**config.mk**
```make
export PLATFORM = sky130hd
export DESIGN_NAME = pngunf_result_fifo
export DESIGN_NICKNAME = d
export VERILOG_FILES = /design/src/hdl/pngunf_pkg.sv /design/src/hdl/pngunf_result_fifo.sv
export SDC_FILE = /design/constraint.sdc
export NUM_CORES = 1
export LEC_CHECK = 0
export BUFFER_PORTS_ARGS = -buffer_cell sky130_fd_sc_hd__buf_2
export CAP_MARGIN = 10
export CELL_PAD_IN_SITES_DETAIL_PLACEMENT = 0
export CELL_PAD_IN_SITES_GLOBAL_PLACEMENT = 1
export CORE_MARGIN = 2
export CORE_UTILIZATION = 52
export CTS_CLUSTER_DIAMETER = 60
export DETAILED_ROUTE_END_ITERATION = 10
export PLACE_DENSITY_LB_ADDON = 0.1
export SLEW_MARGIN = 40
export SYNTH_ARGS = -nofsm -noshare
export SYNTH_HDL_FRONTEND = slang
export SYNTH_SLANG_ARGS = --single-unit
export TNS_END_PERCENT = 5
```
**constraint.sdc**
```tcl
create_clock -name clk -period 7.8 [get_ports clk]
set_input_delay 1.56 -clock clk [delete_from_list [all_inputs] [get_ports clk]]
set_output_delay 1.56 -clock clk [all_outputs]
set_load 0.03 [all_outputs]
```
**src/hdl/pngunf_pkg.sv**
```systemverilog
// ============================================================================
// PNG scanline unfilter - shared types and constants
// Item and result payloads, format, filter and register codes, and sizing
// defaults for the scanline reconstruction core.
// ============================================================================
package pngunf_pkg;

  localparam int DEF_MAX_WIDTH       = 1024;
  localparam int DEF_MAX_HEIGHT      = 4096;
  localparam int DEF_PALETTE_ENTRIES = 256;

  localparam int RESULT_FIFO_DEPTH = 8;

  localparam int CFG_INDEX_W = 2;
  localparam int CFG_DATA_W  = 13;

  localparam logic [31:0] ALPHA_OPAQUE = 32'hff000000;
  localparam logic [31:0] RGB_MASK     = 32'h00ffffff;
  localparam logic [7:0]  NIBBLE_MASK  = 8'h0f;

  typedef enum logic [CFG_INDEX_W-1:0] {
    CFG_IMAGE_WIDTH  = 2'd0,
    CFG_IMAGE_HEIGHT = 2'd1,
    CFG_PIXEL_FORMAT = 2'd2,
    CFG_ALPHA_ENABLE = 2'd3
  } cfg_index_t;

  typedef enum logic [1:0] {
    FMT_PALETTE8 = 2'd0,
    FMT_RGB8     = 2'd1,
    FMT_RGBA8    = 2'd2,
    FMT_PALETTE4 = 2'd3
  } pixel_format_t;

  typedef enum logic [2:0] {
    FILT_NONE    = 3'd0,
    FILT_SUB     = 3'd1,
    FILT_UP      = 3'd2,
    FILT_AVERAGE = 3'd3,
    FILT_PAETH   = 3'd4,
    FILT_INVALID = 3'd7
  } filter_t;

  typedef struct packed {
    logic        cmd;
    logic [7:0]  data_byte;
    logic [7:0]  palette_index;
    logic [23:0] palette_rgb;
    logic [7:0]  palette_alpha;
  } item_t;

  typedef struct packed {
    logic [31:0] pixel_rgba;
    logic [9:0]  pixel_x;
    logic [11:0] pixel_row;
    logic        bad_filter;
    logic        last_of_image;
    logic        last_of_item;
  } result_t;

endpackage

```
**src/hdl/pngunf_result_fifo.sv**
```systemverilog
// ============================================================================
// PNG scanline unfilter - result queue
// Small result FIFO taking up to two results per cycle and giving one.
// ============================================================================
module pngunf_result_fifo #(
  parameter int DEPTH = pngunf_pkg::RESULT_FIFO_DEPTH
) (
  input  logic                       clk,
  input  logic                       rst,
  input  logic [1:0]                 push_n,
  input  pngunf_pkg::result_t        push_a,
  input  pngunf_pkg::result_t        push_b,
  input  logic                       pop,
  output pngunf_pkg::result_t        head,
  output logic                       avail,
  output logic [$clog2(DEPTH+1)-1:0] count
);

  localparam int PW = $clog2(DEPTH);
  localparam int CW = $clog2(DEPTH + 1);
  localparam int SW = CW + 1;

  pngunf_pkg::result_t mem [DEPTH];

  logic [PW-1:0] wr_ptr;
  logic [PW-1:0] rd_ptr;
  logic [PW-1:0] wr_ptr1;
  logic [PW-1:0] wr_ptr2;
  logic [PW-1:0] rd_ptr1;

  function automatic logic [PW-1:0] ptr_inc(input logic [PW-1:0] p);
    ptr_inc = (p == PW'(DEPTH - 1)) ? '0 : p + PW'(1);
  endfunction

  assign wr_ptr1 = ptr_inc(wr_ptr);
  assign wr_ptr2 = ptr_inc(wr_ptr1);
  assign rd_ptr1 = ptr_inc(rd_ptr);
  assign head    = mem[rd_ptr];
  assign avail   = (count != '0);

  always_ff @(posedge clk) begin
    if (push_n != 2'd0) begin
      mem[wr_ptr] <= push_a;
    end
    if (push_n == 2'd2) begin
      mem[wr_ptr1] <= push_b;
    end
  end

  always_ff @(posedge clk) begin
    if (rst) begin
      wr_ptr <= '0;
      rd_ptr <= '0;
      count  <= '0;
    end else begin
      case (push_n)
        2'd1:    wr_ptr <= wr_ptr1;
        2'd2:    wr_ptr <= wr_ptr2;
        default: wr_ptr <= wr_ptr;
      endcase
      if (pop) begin
        rd_ptr <= rd_ptr1;
      end
      count <= count + CW'(push_n) - CW'(pop);
    end
  end

`ifndef SYNTHESIS
  a_no_overflow: assert property (@(posedge clk) disable iff (rst)
    (SW'(count) + SW'(push_n)) <= SW'(DEPTH))
    else $error("result queue overflow");

  a_no_underflow: assert property (@(posedge clk) disable iff (rst)
    pop |-> (count != '0))
    else $error("result queue underflow");

  a_empty_ptrs: assert property (@(posedge clk) disable iff (rst)
    (count == '0) |-> (wr_ptr == rd_ptr))
    else $error("result queue pointers disagree with count");
`endif

endmodule

```
==> flow_summary.json, run 1 <==
{
  "yosys-top-cells-count": "edfxtp_1, mux2_2, mux4_2",
  "post_dp_cell_area_sq_um": 25000,
  "async_flop_share": 0,
  "area_growth_pct": 13.8,
  "grt_use_total": 0.248,
  "fillCellCount": 3397,
  "powerDensity_nw_per_um2": 244,
  "clkSinkCount": 469,
  "path_class": "register to primary output",
  "fin_worst_skew_ns": 0.0102,
  "max_stage_delay_ns": 0.76,
  "switchingPower_mw": 1.65,
  "hold_class": "register to register",
  "grt_setup_unrepaired": "no",
  "cts_resized": 0,
  "hold_slack_ns": 0.537,
  "synthFlopType": "edfxtp_1",
  "cts_hold_buf": 0,
  "grt_max_degree": 72,
  "post-synth-top-count-cell": "edfxtp_1",
  "core_area_sq_um": 44300,
  "cts_tree": "done",
  "post_cts_buffers": 0,
  "dieHeight_um": 216,
  "clk_latency_ns": 0.59,
  "synth_edf_count": 456,
  "core.rowCount": 77,
  "post_drt_wl_per_cell_um": 27.4,
  "crit_required_ns": 6.24,
  "dieWidth_um": 216,
  "drv_cap": 0,
  "htree_levels": 2,
  "num_vias": 12572,
  "synth_area_sq_um": 23400,
  "cts_buffers": 52,
  "gp_congestion": 0.766,
  "status": "finished, final reports clean",
  "grt_pass1_wl_mm": 85.7,
  "yosys.area.top_type": "edfxtp_1",
  "combPwrFrac": 0.161,
  "ys_ff_latch": 469,
  "start_kind": "register",
  "synth_top_area_frac": 0.585,
  "clkTransAtPathRegs_ns": 0.06,
  "yosys_warnings": 0,
  "drc": 0,
  "die-area_sq_um": 46700,
  "worst_pin_slew_ns": 0.852,
  "setup_tns_ns": 0,
  "io_pins": 181,
  "syn_avg_cell_area_sq_um": 18.4,
  "ir_drop_mv": 0.150,
  "synth_area_leaders": "edfxtp_1, mux2_2, mux4_2",
  "yosysUniqueCellTypes": 36,
  "critical_path.cell_chain": "buf_4, mux4_2, mux2_2, buf_2",
  "nNetsFinal": 1582,
  "grt_overflow": 0,
  "finalWirelength_mm": 56.9,
  "fmax_mhz": 217,
  "dp_hpwl_mm": 30.0,
  "cp.arrival_ns": 3.06,
  "yosysSeqAreaShare": 0.596,
  "grt_antenna_before_repair": 10,
  "drive_gt1_frac": 0.563,
  "hold_viol": 0,
  "grt_pass1_vias": 13284,
  "drt_iter0_drc": 918,
  "syn-num-nets": 1407,
  "clock_path_buffers": 3,
  "ant_nets": 0,
  "switching_share": 0.254,
  "via_per_inst": 6.05,
  "cp-end-kind": "primary output",
  "fin_crit_ns": 4.62,
  "synthCells": 1271,
  "crit_slowest_cell": "dfxtp_4",
  "crit_fanout": 45,
  "start_util": 0.528,
  "design_area_sq_um": 26700,
  "clockPowerShare": 0.370,
  "drv_slew": 0,
  "rrSetupSlack_ns": 4.15,
  "seq_area_sq_um": 14000,
  "max-slew-margin-rel": 0.432,
  "setup_viol": 0,
  "share_seq_of_total_power": 0.469,
  "drtPass1Iterations": 4,
  "p_int_mw": 4.85,
  "power_leakage_nw": 8.97,
  "multi_input_area_sq_um": 9050,
  "io_buffers": 180,
  "clock-root-buffer": "clkbuf_16",
  "period_share": 0.592
}
area by class of cell:
class | instances | share of cell area
sequential | 469 | 0.524
multi-input combinational | 703 | 0.340
clock buffer | 62 | 0.0518
timing repair buffer | 204 | 0.0444
tap | 592 | 0.0278
clock inverter | 28 | 0.00967
inverter | 16 | 0.00225
antenna | 5 | 0.000469
metrics by stage:
| step | setup WS [ns] | util | total power [mW] | std cells |
|---|---|---|---|---|
| after floorplan | 1.27 | - | 3.80 | 1271 |
| after global placement | 3.12 | 0.561 | 4.13 | 1978 |
| after detailed placement | 3.24 | 0.564 | 4.16 | 1984 |
| after CTS | 3.12 | 0.601 | 6.56 | 2074 |
| after global routing | 3.08 | 0.601 | 6.74 | 2076 |
| final | 3.18 | 0.601 | 6.50 | 2079 |
cell families (layout without fill, tap and decap cells):
logic type / count (synthesis) / count (layout) / share of synthesized area
compound gates: 15 / 15 / 0.00406
xor+xnor: 2 / 2 / 0.000748
fa+ha+maj: 17 / 17 / 0.00941
buf+inv: 99 / 310 / 0.0234
flops: 469 / 469 / 0.596
mux: 630 / 630 / 0.358
other cells: 0 / 5 / 0
simple gates: 39 / 39 / 0.00876
power by group through the flow:
stage	logic [mW]	clock network (mW)	registers (mW)
2_1_floorplan	0.698	0	3.11
3_3_place_gp	1.03	0	3.11
3_5_place_dp	1.06	0	3.10
4_1_cts	1.06	2.45	3.05
5_1_grt	1.12	2.55	3.06
6_report	1.05	2.40	3.05
worst max-delay path, delay by kind of cell, from the launching register on:
family                 cells  cell delay [ns]
buffers and inverters      2             0.91
flip-flops                 1             0.76
multiplexers               2             0.74
placed cells by master (no fill, tap or decap), drive strengths merged, types with 2 or more instances in the layout:
cell type | netlist | final
mux4 | 114 | 114
nand2 | 10 | 10
nor3b | 3 | 3
mux2 | 513 | 513
bufinv | 0 | 5
ha | 16 | 16
clkbuf | 15 | 62
edfxtp | 456 | 456
o21ai | 4 | 4
nor2b | 5 | 5
inv | 16 | 16
a21o | 2 | 2
diode | 0 | 5
dfxtp | 13 | 13
mux2i | 3 | 3
nand2b | 3 | 3
nand3 | 3 | 3
a21oi | 4 | 4
clkinv | 0 | 23
buf | 68 | 204
nor2 | 10 | 10
final timing paths:
path,start,end,cells after the start
setup / recovery,register,head[3],4
hold / removal,rd_ptr[0],register,2
hold reg to reg,rd_ptr[0],register,2
setup reg to reg,wr_ptr[0],mem[7][29],7
sequential cells by signal, summed over array words and instances, names as in the netlist, named ones only:
signal and cells:
count 4, wr_ptr 3, rd_ptr 3, mem 456
routing by layer:
metal / GRT usage / vias up / wire length (um)
met5: 0 / - / 60
li1: - / 5558 / -
met3: 0.0466 / 95 / 2640
met1: 0.337 / 6637 / 24800
met2: 0.411 / 272 / 28000
met4: 0.0699 / 10 / 1380
Note: power is estimated with default switching activity, not from simulation.
==> run 2, diff against run 1 <==
--- a/config.mk
+++ b/config.mk
@@ -10,7 +10,7 @@
 export CELL_PAD_IN_SITES_DETAIL_PLACEMENT = 0
 export CELL_PAD_IN_SITES_GLOBAL_PLACEMENT = 1
 export CORE_MARGIN = 2
-export CORE_UTILIZATION = 52
+export CORE_UTILIZATION = 47
 export CTS_CLUSTER_DIAMETER = 60
 export DETAILED_ROUTE_END_ITERATION = 10
 export PLACE_DENSITY_LB_ADDON = 0.1
==> constraint.sdc (replaced) <==
create_clock -name clk -period 3.9 [get_ports clk]
set_input_delay 0.78 -clock clk [delete_from_list [all_inputs] [get_ports clk]]
set_output_delay 0.78 -clock clk [all_outputs]
set_load 0.03 [all_outputs]
==> run 2 against run 1 <==
Compared with the run above:
- critical path depth is the same
- first-iteration DRC count shrank 17%
- clock power up 93%
- via count grew 0.68%
- non-clock buffer count rose by 23
- hold slack got worse by 0.033 ns
- sequential power up 100%
- final cell count rose by 4.5%
- sequential cell count unchanged
- global-route usage is 2.1 points lower
- critical endpoint is now head[15]
- largest cell class unchanged
==> flow_summary.json, run 2 (synthesis results as in run 1) <==
{
  "clkTransAtPathRegs_ns": 0.06,
  "final_cells": 2173,
  "cts_resized": 0,
  "drv_slew": 0,
  "io_pins": 181,
  "status": "finished, final reports clean",
  "pre_cts_slack_ns": 0.665,
  "critical_path.top_delay_family": "multiplexers",
  "grt_antenna_before_repair": 12,
  "largest_reg_flops": 456,
  "fin_worst_skew_ns": 0.0123,
  "critical_path.cell_chain": "buf_4, mux4_2, mux2_2, buf_2",
  "drive_gt1_frac": 0.567,
  "dieWidth_um": 227,
  "dr.max_layer_used": "met5",
  "die-area_sq_um": 51600,
  "switchingPower_mw": 3.28,
  "rrSetupSlack_ns": 0.86,
  "met2_length_mm": 28.9,
  "grt_setup_unrepaired": "no",
  "max_stage_delay_ns": 0.74,
  "hold_class": "input pin to register",
  "post_cts_buffers": 0,
  "dp_hpwl_mm": 33.6,
  "r2r_cells": 6,
  "layout_commonest_cell": "edfxtp_1",
  "layout_common_cells": "edfxtp_1, mux2_2, buf_2",
  "grt_max_degree": 58,
  "dieHeight_um": 227,
  "setup_viol": 0,
  "hold_viol": 0,
  "clock-root-buffer": "clkbuf_16",
  "gp_congestion": 0.723,
  "via_per_inst": 5.82,
  "path_depth": 4,
  "crit_required_ns": 3.12,
  "core_area_sq_um": 49100,
  "drv_cap": 0,
  "place_inst": 2079,
  "crit_fanout": 24,
  "drc": 0,
  "power_leakage_nw": 9.10,
  "fmax_mhz": 282,
  "area_growth_pct": 15.4,
  "post_drt_wl_per_cell_um": 26.3,
  "max-slew-margin-rel": 0.500,
  "cts_hold_buf": 0,
  "grt_use_total": 0.227,
  "reg_top3": "mem: 456 flops, count: 4 flops",
  "hold_start": "rst",
  "clockPowerShare": 0.360,
  "grt_pass1_wl_mm": 85.7,
  "grt_overflow": 0,
  "cp-end-kind": "primary output",
  "worst_pin_slew_ns": 0.750,
  "share_seq_of_total_power": 0.475,
  "p_int_mw": 9.59,
  "critPathCapture": "head[15]",
  "drt_iter0_drc": 764,
  "r2r-start": "wr_ptr[0]",
  "start_kind": "register",
  "combPwrFrac": 0.165,
  "ir_drop_mv": 0.270,
  "reg2reg_to": "mem[1][24]",
  "route.met3.wl_mm": 2.58,
  "finalCoreUtilization": 0.551,
  "core.rowCount": 81,
  "cts_buffers": 51,
  "clock_path_buffers": 3,
  "cp.buffers_inverters": 2,
  "fin_ws_ns": 0.359,
  "nNetsFinal": 1604,
  "io_buffers": 180,
  "start_util": 0.477,
  "ant_nets": 0,
  "crit_slowest_cell": "dfxtp_4",
  "grt_pass1_vias": 13650,
  "clk_latency_ns": 0.59,
  "setup_tns_ns": 0,
  "switching_share": 0.255,
  "finalWirelength_mm": 57.1,
  "wl_met1_mm": 24.4,
  "period_share": 0.908,
  "cts_tree": "done",
  "drtPass1Iterations": 4,
  "num_vias": 12657,
  "top_register": "mem",
  "htree_levels": 2,
  "clkSinkCount": 469,
  "fin_crit_ns": 3.54,
  "cp.arrival_ns": 2.76,
  "path_class": "register to primary output",
  "powerDensity_nw_per_um2": 476
}
run 2: cell count changes in the layout (fill, tap and decap cells not counted), moves of 2 or more:
cell       before  now
clkinv_4        2    0
buf_12          6   20
clkbuf_8        2    0
nand2_4         3    5
nand2_8         2    0
buf_4          11   23
buf_6           7    1
clkinv_1       12    6
buf_16          0    2
clkbuf_16      53   51
clkbuf_1        7   17
inv_6           0    3
run 2: routing by layer:
layer | track usage | vias to the layer above
met1 | 0.294 | 6701
met2 | 0.391 | 259
met4 | 0.0563 | 16
met3 | 0.0466 | 92
met5 | 0 | -
li1 | - | 5589
run 2: area by class of cell:
| cell class | instances | area (sq um) |
|---|---|---|
| clock buffers | 68 | 1340 |
| inverters | 16 | 60.1 |
| multi-input cells | 703 | 9030 |
| well taps | 664 | 831 |
| clock inverters | 22 | 216 |
| diodes | 4 | 10.0 |
| flip-flops and latches | 469 | 14000 |
| fillers | 3980 | 22000 |
| repair buffers | 227 | 1560 |
run 2: stage by stage:
stage | cell area (sq um) | power, mW | hold WS [ns]
finish | 27000 | 12.9 | 0.504
global route | 27000 | 13.3 | 0.487
CTS | 27000 | 13.0 | 0.474
detailed placement | 25400 | 8.38 | 0.516
global placement | 25400 | 8.34 | 0.519
floorplan | 23400 | 7.60 | 0.492
run 2: worst min path at each step:
stage	slack, ns	to	cells after the start
6_report	0.50	count[1]	2
5_1_grt	0.49	count[1]	2
4_1_cts	0.47	count[1]	2
3_5_place_dp	0.52	register	2
3_3_place_gp	0.52	register	2
2_1_floorplan	0.49	register	2
run 2: power by group through the flow:
stage / registers [mW] / logic, mW / clock network, mW
after CTS: 6.12 / 2.17 / 4.74
final: 6.11 / 2.13 / 4.63
after global routing: 6.15 / 2.29 / 4.91
after detailed placement: 6.22 / 2.16 / 0
after floorplan: 6.20 / 1.40 / 0
after global placement: 6.21 / 2.12 / 0
==> run 3, diff against run 2 <==
--- a/config.mk
+++ b/config.mk
@@ -9,8 +9,9 @@
 export CAP_MARGIN = 10
 export CELL_PAD_IN_SITES_DETAIL_PLACEMENT = 0
 export CELL_PAD_IN_SITES_GLOBAL_PLACEMENT = 1
+export CORE_ASPECT_RATIO = 1.2
 export CORE_MARGIN = 2
-export CORE_UTILIZATION = 47
+export CORE_UTILIZATION = 40
 export CTS_CLUSTER_DIAMETER = 60
 export DETAILED_ROUTE_END_ITERATION = 10
 export PLACE_DENSITY_LB_ADDON = 0.1
==> run 3 against run 2 <==
Compared with the run above:
- global-route usage is 2.5 points lower
- power is 1.8% lower
- largest cell class unchanged
- setup slack better by 0.044 ns
- utilization is 8.7 points lower
- critical endpoint is now head[9]
- highest routed layer unchanged
- non-clock buffer count is 7 lower
- sequential power hardly changed
==> flow_summary.json, run 3 (synthesis results as in run 1) <==
{
  "die-area_sq_um": 60500,
  "clock_path_buffers": 3,
  "max-slew-margin-rel": 0.457,
  "layout_common_cells": "edfxtp_1, mux2_2, buf_2",
  "grt_pass1_wl_mm": 89.3,
  "status": "finished, final reports clean",
  "clk_latency_ns": 0.59,
  "fin_worst_skew_ns": 0.0171,
  "grt_overflow": 0,
  "setup_viol": 0,
  "cp.arrival_ns": 2.72,
  "hold_start": "rst",
  "largest_reg_flops": 456,
  "clockPowerShare": 0.347,
  "grt_max_degree": 58,
  "drv_cap": 0,
  "gp_congestion": 0.713,
  "start_util": 0.403,
  "path_class": "register to primary output",
  "cts_hold_buf": 0,
  "switchingPower_mw": 3.32,
  "worst_pin_slew_ns": 0.811,
  "grt_antenna_before_repair": 16,
  "drt_iter0_drc": 660,
  "io_buffers": 180,
  "dieWidth_um": 225,
  "post_cts_buffers": 0,
  "fmax_mhz": 286,
  "fin_ws_ns": 0.403,
  "nNetsFinal": 1597,
  "fin_crit_ns": 3.50,
  "core.rowCount": 97,
  "grt_use_total": 0.201,
  "p_int_mw": 9.31,
  "reg_top3": "mem: 456 flops, count: 4 flops",
  "area_growth_pct": 15.1,
  "crit_slowest_cell": "dfxtp_4",
  "drive_gt1_frac": 0.562,
  "final_cells": 2244,
  "cts_resized": 0,
  "combPwrFrac": 0.170,
  "start_kind": "register",
  "clkSinkCount": 469,
  "powerDensity_nw_per_um2": 469,
  "switching_share": 0.263,
  "cts_tree": "done",
  "critical_path.top_delay_family": "multiplexers",
  "cp-end-kind": "primary output",
  "share_seq_of_total_power": 0.483,
  "place_inst": 2150,
  "finalCoreUtilization": 0.464,
  "drv_slew": 0,
  "rrSetupSlack_ns": 0.89,
  "clock-root-buffer": "clkbuf_16",
  "htree_levels": 2,
  "post_dp_cell_area_sq_um": 25500,
  "drtPass1Iterations": 4,
  "power_leakage_nw": 9.01,
  "period_share": 0.897,
  "cp.buffers_inverters": 2,
  "reg2reg_to": "mem[1][6]",
  "via_per_inst": 5.55,
  "hold_slack_ns": 0.505,
  "hold_class": "input pin to register",
  "setup_tns_ns": 0,
  "layout_commonest_cell": "edfxtp_1",
  "core_area_sq_um": 58100,
  "post_drt_wl_per_cell_um": 26.7,
  "ant_nets": 0,
  "io_pins": 181,
  "finalWirelength_mm": 59.8,
  "cts_buffers": 51,
  "pre_cts_slack_ns": 0.694,
  "r2r-start": "wr_ptr[0]",
  "hold_viol": 0,
  "total_power_mw": 12.6,
  "crit_required_ns": 3.12,
  "clkTransAtPathRegs_ns": 0.06,
  "ir_drop_mv": 0.314,
  "grt_setup_unrepaired": "no",
  "holdPathStages": 2,
  "crit_fanout": 30,
  "dieHeight_um": 269,
  "min_to": "count[1]",
  "max_stage_delay_ns": 0.69,
  "dp_hpwl_mm": 35.5,
  "design_area_sq_um": 27000,
  "r2r_cells": 6,
  "grt_pass1_vias": 13562,
  "drc": 0,
  "top_register": "mem",
  "num_vias": 12452,
  "critical_path.cell_chain": "buf_12, mux4_2, mux2_2, buf_2"
}
run 3: cell count changes in the layout (fill, tap and decap cells not counted), sizes merged:
cell	before	now
bufinv	4	0
clkinv	14	20
buf	227	220
clkbuf	68	66
clkinvlp	1	0
inv	19	20
run 3: worst max path at each step:
stage | to | slack (ns) | cells after the start
final | head[9] | 0.40 | 4
after global routing | head[9] | 0.21 | 4
after CTS | head[9] | 0.28 | 4
after detailed placement | mem[1][40] | 0.69 | 7
after global placement | mem[1][44] | 0.73 | 7
after floorplan | mem[7][0] | 0.41 | 8
run 3: power groups by stage:
stage	registers [mW]	logic [mW]	clock network, mW
finish	6.11	2.14	4.39
global route	6.14	2.32	4.67
CTS	6.11	2.20	4.51
detailed placement	6.22	2.19	0
global placement	6.21	2.16	0
floorplan	6.20	1.40	0
run 3: layout make-up:
class | instances | area, sq um
Fill cell | 5040 | 31200
Sequential cell | 469 | 14000
Multi-Input combinational cell | 703 | 9030
Timing Repair Buffer | 220 | 1500
Clock buffer | 66 | 1330
Tap cell | 742 | 928
Clock inverter | 24 | 123
Inverter | 16 | 60.1
Antenna cell | 4 | 10.0
run 3: metal layers:
layer / global-route usage / vias to the layer above / wire [um]
met3: 0.0386 / 94 / 2550
met1: 0.253 / 6544 / 24800
li1: - / 5575 / -
met5: 0 / - / 143
met4: 0.0473 / 22 / 1230
met2: 0.358 / 217 / 31200
